[config.mk]
export PLATFORM = sky130hd
export DESIGN_NAME = lfu_ctrl
export DESIGN_NICKNAME = d
export VERILOG_FILES = /design/src/hdl/lfu_pkg.sv /design/src/hdl/lfu_ctrl.sv
export SDC_FILE = /design/constraint.sdc
export NUM_CORES = 1
export LEC_CHECK = 0
export BUFFER_PORTS_ARGS = -buffer_cell sky130_fd_sc_hd__buf_2
export CAP_MARGIN = 5
export CORE_AREA = 3 3 40 42
export DETAILED_ROUTE_END_ITERATION = 8
export DIE_AREA = 0 0 43 45
export HOLD_SLACK_MARGIN = 0.06
export MAX_ROUTING_LAYER = met4
export PLACE_DENSITY = 0.55
export SYNTH_ARGS = -nofsm -noshare
export SYNTH_HDL_FRONTEND = slang
export SYNTH_SLANG_ARGS = --single-unit
[constraint.sdc]
create_clock -name clk_i -period 1.49 [get_ports clk_i]
set_clock_uncertainty 0.1 [all_clocks]
set_input_delay 0.2235 -clock clk_i [delete_from_list [all_inputs] [get_ports clk_i]]
set_output_delay 0.2235 -clock clk_i [all_outputs]
set_load 0.005 [all_outputs]
[src/hdl/lfu_pkg.sv]
// ----------------------------------------------------------------------------
// lfu_pkg
// Shared types and constants of the size-aware lfu cache directory.
// ----------------------------------------------------------------------------
package lfu_pkg;

  localparam int unsigned EntriesDefault = 64;
  localparam int unsigned KeyW   = 64;
  localparam int unsigned SizeW  = 32;
  localparam int unsigned CountW = 32;
  localparam int unsigned StampW = 48;
  localparam int unsigned EvictW = 7;
  localparam logic [SizeW-1:0]  CapacityReset = '1;
  localparam logic [CountW-1:0] CountMax = '1;
  localparam logic [EvictW-1:0] EvictMax = '1;
  localparam logic [CountW-1:0] CountInit = CountW'(1);

  // controller states
  typedef enum logic [2:0] {
    ST_IDLE,
    ST_LOOKUP,
    ST_CHECK,
    ST_SCAN,
    ST_EVICT,
    ST_INSERT
  } lfu_state_e;

  // commands from controller to datapath
  typedef struct packed {
    logic capture;    // latch the incoming item
    logic scan_start; // clear the scan pointer and best trackers
    logic scan_step;  // examine one slot
    logic do_hit;     // update the hit entry
    logic do_evict;   // drop the chosen victim
    logic do_insert;  // write the new entry into the free slot
    logic do_tick;    // advance the access clock
    logic load_out;   // load the result register
    logic res_too_big;
  } lfu_cmd_t;

  // status from datapath to controller
  typedef struct packed {
    logic scan_last;  // current slot is the last one
    logic hit_found;
    logic too_big;
    logic fits;
    logic free_found;
    logic victim_found;
  } lfu_status_t;

endpackage

[src/hdl/lfu_ctrl.sv]
// ----------------------------------------------------------------------------
// lfu_ctrl
// Sequencer for lookup, eviction scans, insert and result handoff.
// ----------------------------------------------------------------------------
module lfu_ctrl (
  input  logic                 clk_i,
  input  logic                 rst_ni,
  input  logic                 in_valid_i,
  output logic                 in_stall_o,
  output logic                 out_valid_o,
  input  logic                 out_stall_i,
  input  lfu_pkg::lfu_status_t status_i,
  output lfu_pkg::lfu_cmd_t    cmd_o
);
  import lfu_pkg::*;

  lfu_state_e state_q, state_d;
  logic       out_v_q;
  logic       accept, out_free;

  assign out_free   = !out_v_q || !out_stall_i;
  assign in_stall_o = (state_q != ST_IDLE);
  assign accept     = in_valid_i && (state_q == ST_IDLE);

  // next state
  always_comb begin
    state_d = state_q;
    case (state_q)
      ST_IDLE:   if (accept) state_d = ST_LOOKUP;
      ST_LOOKUP: if (status_i.scan_last) state_d = ST_CHECK;
      ST_CHECK: begin
        if (status_i.hit_found || status_i.too_big) begin
          if (out_free) state_d = ST_IDLE;
        end else if (status_i.fits && status_i.free_found) begin
          state_d = ST_INSERT;
        end else if (status_i.victim_found) begin
          state_d = ST_EVICT;
        end else begin
          state_d = ST_INSERT;
        end
      end
      ST_EVICT:  state_d = ST_SCAN;
      ST_SCAN:   if (status_i.scan_last) state_d = ST_CHECK;
      ST_INSERT: if (out_free) state_d = ST_IDLE;
      default:   state_d = ST_IDLE;
    endcase
  end

  // commands
  always_comb begin
    cmd_o = '0;
    case (state_q)
      ST_IDLE: begin
        cmd_o.capture    = accept;
        cmd_o.scan_start = accept;
      end
      ST_LOOKUP, ST_SCAN: cmd_o.scan_step = 1'b1;
      ST_CHECK: begin
        if (status_i.hit_found) begin
          cmd_o.do_hit   = out_free;
          cmd_o.do_tick  = out_free;
          cmd_o.load_out = out_free;
        end else if (status_i.too_big) begin
          cmd_o.res_too_big = 1'b1;
          cmd_o.load_out    = out_free;
        end
      end
      ST_EVICT: begin
        cmd_o.do_evict   = 1'b1;
        cmd_o.scan_start = 1'b1;
      end
      ST_INSERT: begin
        cmd_o.do_insert = out_free;
        cmd_o.do_tick   = out_free;
        cmd_o.load_out  = out_free;
      end
      default: cmd_o = '0;
    endcase
  end

  always_ff @(posedge clk_i or negedge rst_ni) begin
    if (!rst_ni) begin
      state_q <= ST_IDLE;
      out_v_q <= 1'b0;
    end else begin
      state_q <= state_d;
      if (cmd_o.load_out) out_v_q <= 1'b1;
      else if (!out_stall_i) out_v_q <= 1'b0;
    end
  end

  assign out_valid_o = out_v_q;

  a_load_free: assert property (@(posedge clk_i) disable iff (!rst_ni)
    cmd_o.load_out |-> out_free) else $error("result overwritten");
  a_accept_idle: assert property (@(posedge clk_i) disable iff (!rst_ni)
    accept |=> state_q == ST_LOOKUP) else $error("accept did not start lookup");
  a_evict_rescan: assert property (@(posedge clk_i) disable iff (!rst_ni)
    cmd_o.do_evict |=> state_q == ST_SCAN) else $error("evict not followed by scan");

endmodule

# Word level (Yosys, flattened, before mapping)

Index checks and enable logic that the tools add are counted.

Register bits after elaboration: 4
Output and inout port bits: 11

Eq/ne operators: 8
Muxes and demuxes: 21
Reductions and logical operators: 10

Operators with widths:

| cell                                                                   | number |
|---|---|
| 3-bit case mux with 5 select lines                                     | 1 |
| 1-bit two-way mux                                                      | 13 |
| 3-bit two-way mux                                                      | 4 |
| 3-bit by 2-bit equality test with 1-bit output (second input constant) | 2 |
| 3-bit equality test (second input constant)                            | 2 |
| 2-bit by 1-bit != test with 1-bit output (second input constant)       | 2 |
| 2-bit case mux with 2 select lines                                     | 1 |
| 3-bit by 1-bit equality test with 1-bit output (second input constant) | 1 |
| 3-bit logical NOT                                                      | 1 |
| 3-bit nonzero test                                                     | 1 |
| 1-bit logical AND                                                      | 2 |
| 1-bit logical NOT                                                      | 2 |
| 1-bit logical OR                                                       | 2 |
| 2-bit two-way mux                                                      | 1 |
| 2-bit != test (second input constant)                                  | 1 |
| 1-bit case mux with 2 select lines                                     | 1 |
| 2-bit AND reduction                                                    | 1 |
| 2-bit OR reduction                                                     | 1 |

# Longest topological paths before layout

Gate-level depths: netlist of run 1.

Depth after elaboration: 6
Mapped depth: 4
Gate-level depth less buffers: 3

# Least setup slack after synthesis of run 1

OpenSTA, ideal clock, no wires.

Kind: flip-flop to output port
Start: register state_q[2]
End: output port cmd_o[1] (netlist bit)
Arrival: 1174 ps
Required time: 1167 ps
Path slack: -8 ps
Stages on the path, launching flop included: 5
Buffers on the path: 1
Cell sequence: dfrtp_1 -> buf_6 -> or3b_4 -> o21a_1 -> nor2_1

RTL lines:

| element                | RTL line       | RTL |
|---|---|---|
| from (decl)            | lfu_ctrl.sv:17 | `lfu_state_e state_q, state_d;` |
| from (signal assigned) | lfu_ctrl.sv:86 | `state_q <= state_d;` |
| to (decl)              | lfu_ctrl.sv:13 | `output lfu_pkg::lfu_cmd_t cmd_o` |

==> run summary, run 1 <==
Post-synthesis xor/xnor area fraction = 0%
Slew Viols, Final = 0
Starting Density = 26.9%
DPL Wire Length = 716 µm
Worst Path Buf+Inv = 1
Clock tree buffer depth = 2
Hold Path Class = primary input to async pin
Synthesized Nets = 53
Critical path data required time = 1.17 ns
Clock sink total = 4
I/O Buffers = 20
CP Cell Sequence = or3b_4 > o21a_1 > nor2_1 > buf_2
Worst setup EP type = primary output
CTS Buf Count = 3
Final setup margin = -0.285 ns
Fin crit share = 119%
Leak = 0.000371 µW
Min Tclk post-route = 1.77 ns
Pre-antenna DRT Iters = 4
Die Wd = 43 µm
Initial antenna violation count = 0
Worst path max stage delay = 0.42 ns
Post-synthesis compound-gate area fraction = 21.4%
Setup tns final = -1.96 ns
CP max-delay cell = or3b_4
Mux share of post-synthesis cell area = 0%
1st-iter DRT viols = 7
CTS tree = built
Clk_lat worst skew = 0.23 ns
Vias = 465
Kind of critical path = flip-flop to primary output
First-pass GRT wire length = 1730 µm
Row cnt = 13
DRT antenna net count = 0
WL final = 1200 µm
Gpl congestion = 0.709
Max Cap Viol = 0
Sequential area share after synthesis = 29.0%
Cell family contributing the most delay on the critical path = simple AND/OR/NAND/NOR gates
Crit path DAT = 1.45 ns
Setup Viol. Count Final = 11
Flops & latches, synth = 4
Maximum VDD drop = 682 µV
Yosys warnings = 0
H-tree levels = 1
Area growth syn-to-layout = 105%
RSZ-0062 raised after global routing = yes
Worst Tran Pin Value = 0.293 ns
Violated checks = setup timing
Synth Instances = 43
Final Util = 55.0%
Final Power = 1220 µW
Syn_area_per_cell = 8.03 µm²
Mapped Area = 345 µm²
Clk root buf = clkbuf_4
GRT Residual Overflow = 0
Clk slew on worst S/H paths = 0.04 ns
GRT Total Usage = 12.2%
Post-synthesis simple-gate area fraction = 41.7%
CP startpoint kind = flip-flop
Routed WL per cell = 12.5 µm
Maximum clock frequency = 563 MHz
Core area = 1280 µm²
Post-synthesis adder-cell area fraction = 0%
Fraction of layout cells with a size suffix above 1 = 67.9%
Yosys cell types = 27
Vias per cell = 4.84
Die ar. = 1940 µm²
Outcome = complete, but fails checks
Largest family of logic cells by synthesized area = simple AND/OR/NAND/NOR gates
Fin cells = 96
IO Pins = 21
DRC violation count after routing = 0
Placed cells = 80
NumNets Final = 93
Vias in the first global route = 385
ANT cells = 0
Final Hold Viols = 0
Die Y = 45 µm
Pwr per Cell Area = 1730 nW/µm²
Worst rel slew slack = 80.4%
Crit path max fanout = 3
Largest net degree at the start of global routing = 9
-- Yosys cell counts --
| library cell | n | share of area, % |
|---|---|---|
| buf_6 | 1 | 3.3 |
| clkbuf_2 | 1 | 1.4 |
| a21oi_1 | 1 | 1.4 |
| nand2_1 | 4 | 4.3 |
| a22o_1 | 1 | 2.5 |
| o21a_1 | 1 | 2.2 |
| or2_2 | 1 | 1.8 |
| nand2b_1 | 1 | 1.8 |
| dfrtp_1 | 4 | 29 |
| or3b_4 | 1 | 3.3 |
| or2b_2 | 1 | 2.5 |
| and2_1 | 1 | 1.8 |
| nand3b_1 | 1 | 2.2 |
| and2b_2 | 1 | 2.5 |
| o31ai_1 | 1 | 2.2 |
| o221ai_1 | 1 | 2.5 |
| nor3_1 | 1 | 1.4 |
| or3_2 | 1 | 2.2 |
| o21ai_0 | 1 | 1.4 |
| inv_1 | 3 | 3.3 |
| o311ai_2 | 1 | 4.7 |
| a21boi_0 | 1 | 2.2 |
| a21o_1 | 1 | 2.2 |
| nor2_1 | 8 | 8.7 |
| nor3b_1 | 2 | 4.3 |
| or3b_1 | 1 | 2.5 |
| or4_1 | 1 | 2.2 |
-- power breakdown --
part | switching, µW | leakage [µW] | internal (µW)
logic | 348 | 0.000307 | 540
clock network | 45.3 | 0.0000138 | 90.2
registers | 44.6 | 0.0000503 | 156
total | 438 | 0.000371 | 786
-- state kept, by name, indices dropped and copies added (netlist names) --
name	flops
state_q	3
out_valid_o	1
-- stage by stage --
stage / setup slack (ns) / hold WS (ns) / instance area [µm²]
final: -0.285 / 0.219 / 707
after global routing: -0.340 / 0.242 / 707
after CTS: -0.292 / 0.210 / 621
after detailed placement: -0.0767 / -0.0699 / 478
after global placement: -0.0960 / -0.0686 / 478
after floorplan: -0.00731 / -0.172 / 345
-- layout by cell type (no fill, tap or decap), drive strengths merged, types with 2 or more instances in the layout --
cell type	instances
or3b	2
nand2	4
inv	3
nor2	8
dfrtp	4
clkbuf	3
buf	36
nor3b	2
-- cells by family (layout without fill, tap and decap cells) --
kind of cell | after synthesis | after routing
AND/OR/NAND/NOR | 25 | 25
AO/OA/AOI/OAI | 9 | 9
buffers and inverters | 5 | 43
flip-flops | 4 | 4
-- path summary, 6_finish.rpt --
check                                  startpoint                 endpoint  slack, ns  cells after the start
max                        state_q[2]$_DFFE_PN0P_                 cmd_o[1]      -0.28                      4
min                                        rst_ni  out_valid_o$_DFFE_PN0P_       0.22                      2
max reg2reg                state_q[0]$_DFFE_PN0P_   state_q[0]$_DFFE_PN0P_      -0.12                      5
min reg2reg                state_q[1]$_DFFE_PN0P_   state_q[1]$_DFFE_PN0P_       0.55                      2
max in group asynchronous                  rst_ni   state_q[0]$_DFFE_PN0P_       0.94                      2
min in group clk_i                    status_i[5]   state_q[0]$_DFFE_PN0P_       0.22                      3
-- final cells by class --
| type | count | area, µm² |
|---|---|---|
| Multi-Input combinational cell | 34 | 280 |
| Timing Repair Buffer | 37 | 273 |
| Clock buffer | 3 | 22.5 |
| Inverter | 3 | 11.3 |
| Tap cell | 15 | 18.8 |
| Sequential cell | 4 | 101 |
| Fill cell | 116 | 578 |
-- timing repair --
item,in CTS,in global routing
hold buffers,1,0
setup endpoints to repair,10,12
pin swaps,6,10
gates resized for setup,14,11
setup buffers,8,4
endpoints found under the hold margin,4,0
-- metal layers --
metal  up-vias  global-route usage [%]  wire length (µm)
met3         2                    2.39                63
li1        226                       -                 -
met5         -                       -                 0
met2        21                    20.7               612
met4         0                    1.81                 4
met1       216                    15.4               516
Power figures use the tool's default switching activity.
==> run 2: changes to the inputs <==
Settings changed: PLACE_DENSITY 0.55 to 0.53.
Clock period 1.49 ns to 2.09 ns, I/O delays scaled along.
==> run summary, run 2 (same netlist as run 1, synthesis figures left out) <==
Outcome = completed
Slew Viols, Final = 0 (unchanged)
Area growth syn-to-layout = 39.1%
Critical path data required time = 1.68 ns (+0.51 ns)
CP startpoint kind = flip-flop
Setup tns final = 0 ns (+1.96 ns)
RSZ-0062 raised after global routing = no
Min Tclk post-route = 1.95 ns
Die Y = 45 µm (unchanged)
DPL Wire Length = 645 µm (-10%)
Vias per cell = 4.76 (-1.7%)
DRT antenna net count = 0 (unchanged)
Resized cells post-CTS = 0 (-14)
DRC violation count after routing = 0 (unchanged)
Largest Register = state_q
Worst Tran Pin Value = 0.310 ns (+0.0174 ns)
CTS tree = built
Clock tree buffer depth = 2 (unchanged)
Fraction of layout cells with a size suffix above 1 = 44.6% (-23 points)
GRT Total Usage = 9.38% (-2.8 points)
Crit path max fanout = 10 (+7)
ANT cells = 0 (unchanged)
Die Wd = 43 µm (unchanged)
Row cnt = 13 (unchanged)
Max Cap Viol = 0 (unchanged)
Starting Density = 26.9% (unchanged)
Commonest non-fill, non-tap cell in the layout = buf_2
Core area = 1280 µm² (unchanged)
Clk slew on worst S/H paths = 0.04 ns (about the same)
WL final = 809 µm (-32%)
CP max-delay cell = dfrtp_1
GRT Residual Overflow = 0 (unchanged)
Setup Viol. Count Final = 0 (-11)
IO Pins = 21 (unchanged)
Worst setup EP type = primary output
Maximum clock frequency = 514 MHz
Vias in the first global route = 336 (-13%)
Worst Setup SP = state_q[2]$_DFFE_PN0P_
Routed WL per cell = 10.1 µm (-19%)
Reg-to-reg startpoint = state_q[2]$_DFFE_PN0P_
Filler Cell Count = 142 (+22%)
Largest net degree at the start of global routing = 11 (+2)
Fin crit share = 93.1%
Final instance area = 480 µm² (-32%)
Pre-antenna DRT Iters = 4 (unchanged)
Final setup margin = 0.145 ns (+0.430 ns)
NumNets Final = 77 (-17%)
Gpl congestion = 0.767 (+8.2%)
Hold Path Class = primary input to async pin
H-tree levels = 1 (unchanged)
1st-iter DRT viols = 5 (-2)
First-pass GRT wire length = 1340 µm (-22%)
I/O Buffers = 20 (unchanged)
Final Power = 539 µW (-56%)
Leak = 0.000268 µW (-28%)
Max reg flops = 3 (unchanged)
Final Hold Viols = 0 (unchanged)
Crit path DAT = 1.53 ns (+0.08 ns)
Placed cell areas = 448 µm² (-6.3%)
Cell family contributing the most delay on the critical path = simple AND/OR/NAND/NOR gates
Worst path max stage delay = 0.45 ns (+0.03 ns)
Clock sink total = 4 (unchanged)
Number of setup buffers added after CTS = 0 (-8)
Most frequent cells in the layout = 20 x buf_2, 8 x nor2_1, 4 x nand2_1, 4 x dfrtp_1
Vias = 381 (-18%)
Die ar. = 1940 µm² (unchanged)
Initial antenna violation count = 0 (unchanged)
Hold_ws = 0.306 ns (+0.0862 ns)
Pwr per Cell Area = 1120 nW/µm² (-35%)
Clk_lat worst skew = 0.24 ns (about the same)
Kind of critical path = flip-flop to primary output
CTS Buf Count = 3 (unchanged)
Setup WS pre-CTS = 0.386 ns (+0.463 ns)
Clk root buf = clkbuf_4
Worst Path Buf+Inv = 1 (unchanged)
CP Cell Sequence = or3b_4 > o21a_1 > nor2_1 > buf_2
Worst rel slew slack = 79.1% (-1.3 points)
Maximum VDD drop = 374 µV (-45%)
-- run 2: changes by cell type in the layout (fill, tap and decap cells not counted), sizes merged --
| cell | delta |
|---|---|
| buf | -16 |
-- run 2: power by group --
group	internal, µW	switching, µW	total [µW]
Clock	64.3	32.1	96.3
Combinational	157	127	284
Sequential	109	50.3	159
Total	330	209	539
-- run 2: worst paths after layout --
check                                           to  slack [ns]  cells past startpoint
max in group asynchronous   state_q[0]$_DFFE_PN0P_        1.47                      2
hold reg to reg            out_valid_o$_DFFE_PN0P_        0.50                      2
setup / recovery                          cmd_o[1]        0.14                      4
setup reg to reg            state_q[0]$_DFFE_PN0P_        0.58                      3
min in group clk_i         out_valid_o$_DFFE_PN0P_        0.31                      3
hold / removal              state_q[1]$_DFFE_PN0P_        0.31                      2
-- run 2: layer usage --
layer / share of wire (%) / vias to the layer above / wire, µm / GRT usage, %
li1: - / 196 / - / -
met1: 45 / 171 / 364 / 11.7
met2: 47 / 12 / 382 / 14.7
met3: 6.2 / 2 / 50 / 1.20
met4: 1.4 / 0 / 11 / 5.42
met5: 0 / - / 0 / -
-- run 2: layout make-up --
cell class | instances | area (µm²) | area share [%]
clock buffers | 3 | 22.5 | 4.69
inverters | 3 | 11.3 | 2.34
multi-input cells | 34 | 218 | 45.3
flip-flops and latches | 4 | 100 | 20.8
well taps | 15 | 18.8 | 3.91
repair buffers | 21 | 110 | 22.9
-- run 2: metrics by stage --
stage / instances / utilization, %
detailed placement: 76 / 34.9
finish: 80 / 37.4
floorplan: 43 / -
global route: 80 / 37.4
CTS: 80 / 37.4
global placement: 76 / 34.9
-- run 2: timing repair --
action | in CTS | in global routing
setup endpoints to repair | 0 | 0
endpoints found under the hold margin | 4 | 0
hold buffers | 1 | 0
==> run 3: changes to the inputs <==
Settings changed: PLACE_DENSITY 0.53 to 0.57.
==> run summary, run 3 (same netlist as run 1, synthesis figures left out) <==
DPL Wire Length = 671 µm (+4.1%)
Crit path DAT = 1.54 ns (about the same)
Int Pwr = 330 µW (about the same)
Leak = 0.000268 µW (unchanged)
Final instance area = 480 µm² (unchanged)
Fraction of layout cells with a size suffix above 1 = 44.6% (unchanged)
Max reg flops = 3 (unchanged)
Setup Viol. Count Final = 0 (unchanged)
Kind of critical path = flip-flop to primary output
Most frequent cells in the layout = 20 x buf_2, 8 x nor2_1, 4 x nand2_1, 4 x dfrtp_1
Final Hold Viols = 0 (unchanged)
CTS Buf Count = 3 (unchanged)
Area growth syn-to-layout = 39.1% (unchanged)
Register-to-Register Path Depth = 3 (unchanged)
First-pass GRT wire length = 1350 µm (+0.52%)
Pwr per Cell Area = 1130 nW/µm² (+0.57%)
Vias per cell = 4.58 (-3.9%)
H-tree levels = 1 (unchanged)
RSZ-0062 raised after global routing = no
Cell family contributing the most delay on the critical path = simple AND/OR/NAND/NOR gates
Switching part of the total = 39.1% (+0.35 points)
Outcome = completed
Die Wd = 43 µm (unchanged)
Hold path endpoint = out_valid_o$_DFFE_PN0P_
Number of setup buffers added after CTS = 0 (unchanged)
CP startpoint kind = flip-flop
GRT Total Usage = 9.64% (+0.26 points)
Commonest non-fill, non-tap cell in the layout = buf_2
Die ar. = 1940 µm² (unchanged)
Setup tns final = 0 ns (unchanged)
Worst Path Buf+Inv = 1 (unchanged)
Resized cells post-CTS = 0 (unchanged)
Routed WL per cell = 10.8 µm (+6.4%)
Starting Density = 26.9% (unchanged)
Slew Viols, Final = 0 (unchanged)
Gpl congestion = 0.804 (+4.9%)
Largest Register = state_q
Clk pwr share = 18.1% (+0.2 points)
Crit path max fanout = 10 (unchanged)
Clk slew on worst S/H paths = 0.04 ns (about the same)
Clk root buf = clkbuf_4
CP Cell Sequence = or3b_4 > o21a_1 > nor2_1 > buf_2
Critical path data required time = 1.68 ns (about the same)
Worst rel slew slack = 78.9% (-0.21 points)
ANT cells = 0 (unchanged)
FF-to-FF setup slack = 0.57 ns (about the same)
Hold_ws = 0.293 ns (-0.0130 ns)
Clock tree buffer depth = 2 (unchanged)
Reg-to-reg startpoint = state_q[2]$_DFFE_PN0P_
Maximum VDD drop = 276 µV (-26%)
RR Endpoint = state_q[0]$_DFFE_PN0P_
NumNets Final = 77 (unchanged)
Largest net degree at the start of global routing = 11 (unchanged)
1st-iter DRT viols = 4 (-1)
Pre-antenna DRT Iters = 4 (unchanged)
Worst Tran Pin Value = 0.313 ns (+0.00318 ns)
Worst path max stage delay = 0.46 ns (about the same)
Seq pwr share = 29.8% (+0.3 points)
Worst setup EP type = primary output
Maximum clock frequency = 512 MHz (-0.46%)
Fin crit share = 93.5% (+0.43 points)
Hold Crit Start = out_stall_i
Row cnt = 13 (unchanged)
IO Pins = 21 (unchanged)
Core area = 1280 µm² (unchanged)
Clock sink total = 4 (unchanged)
Net Sw Power = 212 µW (+1.5%)
CTS tree = built
WL final = 861 µm (+6.4%)
Hold Path Class = primary input to flip-flop
DRT antenna net count = 0 (unchanged)
Placed cell areas = 448 µm² (unchanged)
Hold Crit Depth = 3
CP max-delay cell = dfrtp_1
Max Cap Viol = 0 (unchanged)
Comb pwr share = 52.1% (-0.5 points)
Vias = 366 (-3.9%)
Min Tclk post-route = 1.95 ns (+0.00905 ns)
Clk_lat worst skew = 0.24 ns (about the same)
I/O Buffers = 20 (unchanged)
Die Y = 45 µm (unchanged)
Vias in the first global route = 334 (-0.60%)
Final Util = 37.4% (unchanged)
Initial antenna violation count = 0 (unchanged)
GRT Residual Overflow = 0 (unchanged)
DRC violation count after routing = 0 (unchanged)
==> run 3: cell counts in the layout (fill, tap and decap cells not counted) <==
No cell type changed its count.
==> run 3: repair_timing <==
item                                   CTS  global route
setup endpoints to repair                0             0
hold buffers                             1             0
endpoints found under the hold margin    4             0
==> run 3: area by class of cell <==
type	instances	area, µm²
well taps	15	18.8
clock buffers	3	22.5
flip-flops and latches	4	100
fillers	138	805
multi-input cells	34	218
repair buffers	21	110
inverters	3	11.3
==> run 3: routing by layer <==
metal	vias to the layer above	track usage, %	routed length (µm)
li1	192	-	-
met1	161	11.7	399
met2	13	14.7	399
met3	0	1.20	62
met4	0	7.23	0
met5	-	-	0
==> run 3: through the flow <==
| step | power (µW) | setup WS (ns) | instances |
|---|---|---|---|
| floorplan | 350 | 0.502 | 43 |
| global placement | 446 | 0.414 | 76 |
| detailed placement | 446 | 0.393 | 76 |
| CTS | 549 | 0.136 | 80 |
| global route | 601 | 0.0397 | 80 |
| finish | 542 | 0.136 | 80 |
==> run 3: worst max path at each step <==
stage | from | end | depth (start not counted) | slack [ns]
2_1_floorplan | state_q[2]$_DFFE_PN0P_ | cmd_o[1] | 4 | 0.50
3_3_place_gp | state_q[2]$_DFFE_PN0P_ | cmd_o[1] | 4 | 0.41
3_5_place_dp | state_q[2]$_DFFE_PN0P_ | cmd_o[1] | 4 | 0.39
4_1_cts | state_q[2]$_DFFE_PN0P_ | cmd_o[1] | 4 | 0.14
5_1_grt | state_q[0]$_DFFE_PN0P_ | cmd_o[1] | 4 | 0.04
6_report | state_q[2]$_DFFE_PN0P_ | cmd_o[1] | 4 | 0.14
==> run 3: worst reg2reg max path, delay by kind of cell, from the launching register on <==
kind	cells	cell delay, ns
compound gates	2	0.32
flops	1	0.46
simple gates	1	0.57
==> run 3: power by group through the flow <==
stage               logic [µW]  clock network (µW)  registers, µW
finish                     282                98.1            162
global route               326                 108            167
CTS                        288                 101            160
detailed placement         286                   0            161
global placement           287                   0            159
floorplan                  221                   0            130
